<file path="config.mk">
export PLATFORM = sky130hd
export DESIGN_NAME = multi_button_debounce_holdoff
export DESIGN_NICKNAME = d
export VERILOG_FILES = /design/src/design/mbdh_pkg.sv /design/src/design/multi_button_debounce_holdoff.sv
export SDC_FILE = /design/constraint.sdc
export NUM_CORES = 1
export LEC_CHECK = 0
export ABC_AREA = 1
export BUFFER_PORTS_ARGS = -buffer_cell sky130_fd_sc_hd__buf_2
export CORE_UTILIZATION = 30
export CTS_CLUSTER_DIAMETER = 60
export DETAILED_ROUTE_END_ITERATION = 10
export MAX_ROUTING_LAYER = met4
export SLEW_MARGIN = 20
export SYNTH_ARGS = -nofsm -noshare
export SYNTH_HDL_FRONTEND = slang
export SYNTH_SLANG_ARGS = --single-unit
export TNS_END_PERCENT = 10
</file>
<file path="constraint.sdc">
create_clock -name clk -period 3.4 [get_ports clk]
set_input_delay 1.02 -clock clk [delete_from_list [all_inputs] [get_ports clk]]
set_output_delay 1.02 -clock clk [all_outputs]
set_load 0.02 [all_outputs]
</file>
<file path="src/design/mbdh_pkg.sv">
// Shared types and constants for the multi-button debouncer with hold-off.
package mbdh_pkg;

    localparam int TIME_W = 32;
    localparam int CFG_W  = 16;

    typedef logic [TIME_W-1:0] time_ms_t;
    typedef logic [CFG_W-1:0]  cfg_val_t;

    typedef enum logic [0:0] {
        REG_DEBOUNCE = 1'b0,
        REG_HOLDOFF  = 1'b1
    } cfg_reg_t;

    localparam cfg_val_t DEBOUNCE_RESET = 16'd20;
    localparam cfg_val_t HOLDOFF_RESET  = 16'd150;

endpackage

</file>
<file path="src/design/multi_button_debounce_holdoff.sv">
// Multi-button debouncer with per-button press hold-off (top level).
//
// Each beat on the input is one poll: a millisecond time stamp and the raw
// active-low levels of NUM_BUTTONS buttons. A poll is taken every cycle in
// which in_ready is high; it sits in the input register while the lane update
// runs, and its press mask is written to the result register when the output
// can advance. Each lane does one 32-bit subtract and compare against the
// debounce time and one against the hold-off time, so throughput is one poll
// per clock while the output is taken. Configuration writes take effect on
// the next clock and should be made while no poll is in flight.
module multi_button_debounce_holdoff
    import mbdh_pkg::*;
#(
    parameter int NUM_BUTTONS = 4
)
(
    input  logic                   clk,
    input  logic                   rst_n,
    input  logic                   in_valid,
    output logic                   in_ready,
    input  time_ms_t               now_ms,
    input  logic [NUM_BUTTONS-1:0] raw_levels,
    output logic                   out_valid,
    input  logic                   out_ready,
    output logic [NUM_BUTTONS-1:0] pressed_mask,
    input  logic                   cfg_we,
    input  cfg_reg_t               cfg_index,
    input  cfg_val_t               cfg_data
);

    cfg_val_t debounce_reg;
    cfg_val_t holdoff_reg;

    logic                   s1_valid_reg;
    time_ms_t               now_reg;
    logic [NUM_BUTTONS-1:0] raw_reg;

    logic                   out_valid_reg;
    logic [NUM_BUTTONS-1:0] mask_reg;

    logic [NUM_BUTTONS-1:0] seen_level_reg;
    logic [NUM_BUTTONS-1:0] stable_level_reg;
    time_ms_t               change_time_reg [NUM_BUTTONS];
    time_ms_t               fire_time_reg   [NUM_BUTTONS];

    logic [NUM_BUTTONS-1:0] seen_level_next;
    logic [NUM_BUTTONS-1:0] stable_level_next;
    logic [NUM_BUTTONS-1:0] change_upd;
    logic [NUM_BUTTONS-1:0] fire_next;

    logic advance;
    logic s2_go;

    assign advance   = !out_valid_reg || out_ready;
    assign s2_go     = s1_valid_reg && advance;
    assign in_ready  = !s1_valid_reg || advance;
    assign out_valid = out_valid_reg;
    assign pressed_mask = mask_reg;

    // Configuration registers
    always_ff @(posedge clk or negedge rst_n)
    begin
        if (!rst_n)
        begin
            debounce_reg <= DEBOUNCE_RESET;
            holdoff_reg  <= HOLDOFF_RESET;
        end
        else if (cfg_we)
        begin
            unique case (cfg_index)
                REG_DEBOUNCE: debounce_reg <= cfg_data;
                REG_HOLDOFF:  holdoff_reg  <= cfg_data;
                default:      ;
            endcase
        end
    end

    // Input register
    always_ff @(posedge clk or negedge rst_n)
    begin
        if (!rst_n)
        begin
            s1_valid_reg <= 1'b0;
        end
        else if (in_ready)
        begin
            s1_valid_reg <= in_valid;
        end
    end

    always_ff @(posedge clk)
    begin
        if (in_valid && in_ready)
        begin
            now_reg <= now_ms;
            raw_reg <= raw_levels;
        end
    end

    // Per-lane update; a fresh edge restarts the change time, so the elapsed
    // time is zero and the level cannot be accepted in the same poll.
    always_comb
    begin
        seen_level_next   = seen_level_reg;
        stable_level_next = stable_level_reg;
        change_upd        = '0;
        fire_next         = '0;
        for (int i = 0; i < NUM_BUTTONS; i++)
        begin
            if (raw_reg[i] != seen_level_reg[i])
            begin
                change_upd[i]      = 1'b1;
                seen_level_next[i] = raw_reg[i];
            end
            else if ((now_reg - change_time_reg[i]) > time_ms_t'(debounce_reg)
                     && raw_reg[i] != stable_level_reg[i])
            begin
                stable_level_next[i] = raw_reg[i];
                if (!raw_reg[i]
                    && (now_reg - fire_time_reg[i]) > time_ms_t'(holdoff_reg))
                begin
                    fire_next[i] = 1'b1;
                end
            end
        end
    end

    always_ff @(posedge clk or negedge rst_n)
    begin
        if (!rst_n)
        begin
            seen_level_reg   <= '1;
            stable_level_reg <= '1;
            for (int i = 0; i < NUM_BUTTONS; i++)
            begin
                change_time_reg[i] <= '0;
                fire_time_reg[i]   <= '0;
            end
        end
        else if (s2_go)
        begin
            seen_level_reg   <= seen_level_next;
            stable_level_reg <= stable_level_next;
            for (int i = 0; i < NUM_BUTTONS; i++)
            begin
                if (change_upd[i])
                begin
                    change_time_reg[i] <= now_reg;
                end
                if (fire_next[i])
                begin
                    fire_time_reg[i] <= now_reg;
                end
            end
        end
    end

    // Result register; hold while the consumer stalls
    always_ff @(posedge clk or negedge rst_n)
    begin
        if (!rst_n)
        begin
            out_valid_reg <= 1'b0;
        end
        else if (advance)
        begin
            out_valid_reg <= s1_valid_reg;
        end
    end

    always_ff @(posedge clk)
    begin
        if (s2_go)
        begin
            mask_reg <= fire_next;
        end
    end

`ifndef SYNTHESIS
    a_fired_is_low: assert property (@(posedge clk) disable iff (!rst_n)
        s2_go |=> ((pressed_mask & stable_level_reg) == '0))
        else $error("fired button does not have a low stable level");

    a_fire_time: assert property (@(posedge clk) disable iff (!rst_n)
        (s2_go && fire_next[0]) |=> (fire_time_reg[0] == $past(now_reg)))
        else $error("fire time not recorded for lane 0");

    a_stable_hold: assert property (@(posedge clk) disable iff (!rst_n)
        !s2_go |=> ($stable(stable_level_reg) && $stable(seen_level_reg)))
        else $error("lane state moved without a poll");

    a_ready_when_drained: assert property (@(posedge clk) disable iff (!rst_n)
        !out_valid_reg |-> in_ready)
        else $error("input stalled with empty output");
`endif

endmodule
</file>
==> metrics, run 1 <==
Slowest cell on crit path=edfxtp_1; Via density=~4.6; Rel. slew slack=0.409; clk_skew=34.8 ps; H-tree depth=2; Pins Over Slew Limit=0; clock-pin slew on the worst setup and hold paths=around 60 ps; Wirelength per Cell=16.6 microns; Placeable Area=120000 sq um; Root Driver=clkbuf_16; worst-margin pin slew=884 ps; crit path kind=reg2reg; syn nets=6553; post-synthesis instance total=6111; drt total wl=140000 microns; Final WS setup=-487 ps; outcome=complete, but fails checks; Period minus WS final=3890 ps; largest area contributor in the netlist=nand2_1; DP HPWL=between 100000 and 150000 microns; vias=39.2k; worst stage delay on the critical path=350 ps; Seq/Total Area, Yosys=0.239; Critical Path Source Type=flop; CP Data Arrival Time=~4400 ps; CP required=3930 ps; vias in the first global route=36.9k; leakage=27.2 nW; DRC errors left=0; worst-path fanout max=8; diodes inserted=0; hold buffer count at CTS=0; Num CTS Buffers=41; Pwr Total=between 40 and 50 mW; CP Capture Type=flop; max-cap violation count=0; Die Footprint=122000 sq um; Total GRT Usage=0.233; Adder-Cell Fraction of Synth Area=0.134; initial drt markers=3279; TritonRoute pass-1 iters=6; EDFF count, synth=40; layout cells sized above 1=0.166; CTS Sinks=around 340; die height=350 microns; syn avg cell area=a little under 6 sq um; VDD IR max=0.000404 V; io pins=64; # rows=roughly 130; pre-CTS setup slack=-740 ps; failing checks=negative setup slack; multi-input logic area=between 20000 and 25000 sq um; Mapped Area=between 30000 and 40000 sq um; FFs w/ async S/R, synth=0.882; Top delay family on crit path=simple AND/OR/NAND/NOR gates; RSZ-0062 raised after global routing=yes; CP most frequent cell=nand2_2; Die Wd=350 microns; synth warn=0; CTS tree=built; fin nets=7251; Starting Density=0.302; Bufs and invs on worst path=6; most common flop cell mapped by yosys=dfrtp_1; Synth Area in Compound Gates=0.0834; Fin. Hold Viols=0; Placer Congestion=1.01; xor and xnor fraction of the mapped netlist area=0.0304; Final period util=1.14; mux contribution to synthesized area=0.00124; first-pass GRT wire length=roughly 210000 microns; Synth cell types=47; Clock Latency Late Sink=~600 ps; GRT overflow=0; Final Util=0.392; worst reg2reg startpoint=now_reg[1]; Layout fillers=12.9k; share of the synthesized area in the top cell type=0.250; Power Dens Cells=910 nW/um^2; initial antenna violation count=8; Seq. cell area=8680 sq um; largest net degree at the start of global routing=between 60 and 70; fmax=257 MHz; Max Buffers Root-to-Sink=3; Final ANT Viol Nets=0; Synth Register Bits=338; PortBufs=63; endpoints failing setup=136; Synth Area in Simple Gates=0.364; area grow syn2layout=29.5%; Worst Setup SP=now_reg[1]; largest cells by area after synthesis=nand2_1 (25%), dfrtp_1 (20%), inv_1 (14%); largest family of logic cells by synthesized area=simple AND/OR/NAND/NOR gates; min-delay worst type=in2async
cell families (layout without fill, tap and decap cells):
kind of cell / after synthesis / after routing
simple gates: 3291 / 3295
buf+inv: 1396 / 2123
compound gates: 572 / 572
fa+ha+maj: 384 / 384
flops: 338 / 338
xor+xnor: 126 / 126
mux: 4 / 4
per-layer routing:
metal / wire length (microns) / global-route usage / up-vias / share of wire
met3: 9750 / 0.0325 / 212 / 0.069
met4: 4930 / 0.0736 / 0 / 0.035
met5: 0 / - / - / 0
met1: 66300 / 0.321 / 17800 / 0.47
li1: - / - / 20000 / -
met2: 59300 / 0.350 / 1173 / 0.42
Yosys cell counts (8+ instances only):
library cell,count
nand2_1,2420
nand4_1,62
fa_1,8
nand2_2,27
dfrtp_1,284
clkbuf_2,11
nor2_1,435
nand3_1,263
buf_2,12
and2_1,9
nand3b_1,10
xnor2_1,14
xor2_1,112
o21bai_1,47
o21ai_1,20
inv_1,1320
nor2_2,9
ha_1,376
dfstp_2,14
o21ai_0,276
clkbuf_1,29
buf_6,12
nor3_1,25
edfxtp_1,40
a21oi_1,211
path summary, 6_finish.rpt:
kind,to,slack [ps],depth (start not counted)
worst max register to register,fire_time_reg[14],-490,31
worst min-delay path,fire_time_reg[99],370,1
max in group asynchronous,change_time_reg[117],2140,3
worst min register to register,fire_time_reg[54],480,2
worst max-delay path,fire_time_reg[14],-490,31
min in group clk,fire_time_reg[54],480,2
cells in the final DEF (no fill, tap or decap), types with 103 or more instances in the layout:
master and instances:
o21ai_0 255, nand3_1 238, buf_4 572, ha_1 314, a21oi_1 198, xor2_1 103
inv_1 1310, nand2_1 2332, nand2_2 108, dfrtp_1 284, nor2_1 393
metrics by stage:
stage               std cells  cell area, sq um  hold WS [ps]  TNS, ps
floorplan                6111             36300           450   -19540
global placement         8330             43500           464   -82590
detailed placement       8330             43500           469   -91770
CTS                      8446             46300           372   -55130
global route             8454             47000           400   -90080
finish                   8454             47000           372   -55210
where the power goes:
| group | leakage (nW) | total (mW) | switching (mW) | internal, mW |
|---|---|---|---|---|
| clock | 0.680 | 4.66 | 2.03 | 2.63 |
| sequential | 4.05 | 6.51 | 0.883 | 5.63 |
| combinational | 22.5 | 31.6 | 18.3 | 13.3 |
| total | 27.2 | 42.8 | 21.3 | 21.5 |
cell type report:
class                   instances  share of cell area
well taps                    1612              0.0429
multi-input cells            4381               0.505
clock buffers                  48              0.0228
flip-flops and latches        338               0.185
clock inverters                28             0.00679
inverters                    1328               0.106
repair buffers                719               0.132
what timing repair did:
item | in CTS | in global routing
pin swaps | 53 | 56
resized for setup | 206 | 130
setup buffers | 33 | 7
cloned | 7 | 2
setup endpoints to repair | 136 | 136
Note: power is estimated with default switching activity, not from simulation.
==> inputs of run 2 (changes only) <==
--- a/config.mk
+++ b/config.mk
@@ -11,6 +11,7 @@
 export CTS_CLUSTER_DIAMETER = 60
 export DETAILED_ROUTE_END_ITERATION = 10
 export MAX_ROUTING_LAYER = met4
+export SKIP_CTS_REPAIR_TIMING = 1
 export SLEW_MARGIN = 20
 export SYNTH_ARGS = -nofsm -noshare
 export SYNTH_HDL_FRONTEND = slang
==> run 2 against run 1 <==
  * The flow still finishes with violations (negative setup slack)
  * Hold slack got worse by 7.1 ps
  * First-iteration DRC count rose by 1.6%
  * Core utilization rose by 0.34 points
  * Clock power barely moved
  * Count of clock-buffer cells in the layout did not move
  * Via count rose by 0.73%
  * Critical endpoint unchanged
==> metrics, run 2 (same netlist as run 1, synthesis figures left out) <==
worst-margin pin slew=876 ps (-8.38 ps); Root Driver=clkbuf_16; Die Wd=350 microns (unchanged); Placer Congestion=1.01 (unchanged); DP HPWL=110000 microns (unchanged); FF-to-FF setup slack=-550 ps (-60 ps); failing checks=negative setup slack; vias=39.5k (+0.73%); Final period util=1.16 (+0.0179); Via density=4.67 (+0.66%); Worst Setup SP=now_reg[1]; most frequent cells in the layout=nand2_1 (2332), inv_1 (1309), buf_4 (570); worst stage delay on the critical path=360 ps (about the same); endpoints failing setup=136 (unchanged); DRC errors left=0 (unchanged); CP Data Arrival Time=4430 ps (+20 ps); drt total wl=142000 microns (+1.4%); CTS Sinks=338 (unchanged); crit path kind=reg2reg; RSZ-0062 raised after global routing=yes; Clock Latency Late Sink=610 ps (about the same); Num CTS Buffers=41 (unchanged); final non-filler cell total=8460 (+0.071%); GRT overflow=0 (unchanged); initial antenna violation count=8 (unchanged); layout cells sized above 1=0.171 (+0.00560); Starting Density=0.302 (unchanged); DP Cell Count=8330 (unchanged); initial drt markers=3332 (+1.6%); largest net degree at the start of global routing=66 (unchanged); Critical Path Source Type=flop; H-tree depth=2 (unchanged); Rel. slew slack=0.415 (+0.00560); worst reg2reg startpoint=now_reg[1]; Max Buffers Root-to-Sink=3 (unchanged); Period minus WS final=3950 ps (+60.9 ps); Final WS setup=-548 ps (-60.9 ps); Final Util=0.395 (+0.00341); Slowest cell on crit path=edfxtp_1; Pins Over Slew Limit=0 (unchanged); leakage=27.3 nW (+0.28%); CP required=3880 ps (-50 ps); CP Capture Type=flop; Pwr Total=43.2 mW (+0.94%); Fin Hold WS=365 ps (-7.13 ps); min-delay worst type=in2async; Die Footprint=122000 sq um (unchanged); terminus of the critical flop-to-flop path=fire_time_reg[14]; fmax=253 MHz (-1.5%); fin nets=7255 (+0.055%); Setup TNS=-59530 ps (-4330 ps); Fin. Hold Viols=0 (unchanged); clk_skew=34.7 ps (-0.135 ps); VDD IR max=0.000409 V (+1.2%); TritonRoute pass-1 iters=6 (unchanged); area grow syn2layout=30.6%; Placeable Area=120000 sq um (unchanged); first-pass GRT wire length=208000 microns (-2.1%); max-cap violation count=0 (unchanged); CP most frequent cell=nand2_2; CTS tree=built; clock-pin slew on the worst setup and hold paths=70 ps (about the same); Final ANT Viol Nets=0 (unchanged); Power Dens Cells=911 nW/um^2 (about the same); commonest non-fill, non-tap cell in the layout=nand2_1; io pins=64 (unchanged); vias in the first global route=36.2k (-1.9%); Total GRT Usage=0.228 (-0.00482); # rows=127 (unchanged); reg2reg path depth=30 (-3.2%); worst-path fanout max=7 (-1); PortBufs=63 (unchanged); Layout fillers=12.8k (-0.41%); outcome=complete, but fails checks; Wirelength per Cell=16.8 microns (+1.3%); die height=350 microns (unchanged)
-- run 2: critical path: cells and delay by family (launching register included) --
| family | cells | cell delay [ps] |
|---|---|---|
| buffers and inverters | 6 | 750 |
| and+or+nand+nor | 20 | 1760 |
| xor gates and xnor gates | 1 | 150 |
| adders and majority gates | 2 | 620 |
| AOI/OAI and AO/OA | 1 | 120 |
| DFF | 1 | 360 |
-- run 2: per-layer routing --
metal  GRT usage  wire (microns)  vias to the layer above
li1            -               -                    20000
met1       0.317           66500                    18000
met2       0.340           60500                     1197
met3      0.0327           10200                      244
met4      0.0703            4930                        0
met5           -               0                        -
-- run 2: how the worst max path moves through the flow --
| stage | cells past startpoint | to |
|---|---|---|
| 5_1_grt | 30 | fire_time_reg[14] |
| 4_1_cts | 28 | fire_time_reg[11] |
| 2_1_floorplan | 27 | fire_time_reg[65] |
| 6_report | 30 | fire_time_reg[14] |
| 3_5_place_dp | 28 | fire_time_reg[11] |
| 3_3_place_gp | 28 | fire_time_reg[28] |
-- run 2: cell type report --
type	instances	area (sq um)	area share
multi-input cells	4382	24000	0.507
flip-flops and latches	338	8680	0.183
repair buffers	722	6300	0.133
inverters	1328	4990	0.105
well taps	1612	2020	0.0426
clock buffers	48	1070	0.0226
clock inverters	28	319	0.00673
diodes	2	5.00	0.000106
-- run 2: where the power goes --
part	total, mW	internal [mW]	leakage, nW	switching (mW)
clock	4.67	2.63	0.680	2.04
sequential	6.52	5.63	4.05	0.896
combinational	32.0	13.4	22.6	18.5
-- run 2: through the flow --
stage / instance area, sq um / setup WS, ps
global route: 47400 / -759
CTS: 44900 / -782
global placement: 43500 / -672
finish: 47400 / -548
detailed placement: 43500 / -740
floorplan: 36300 / -178
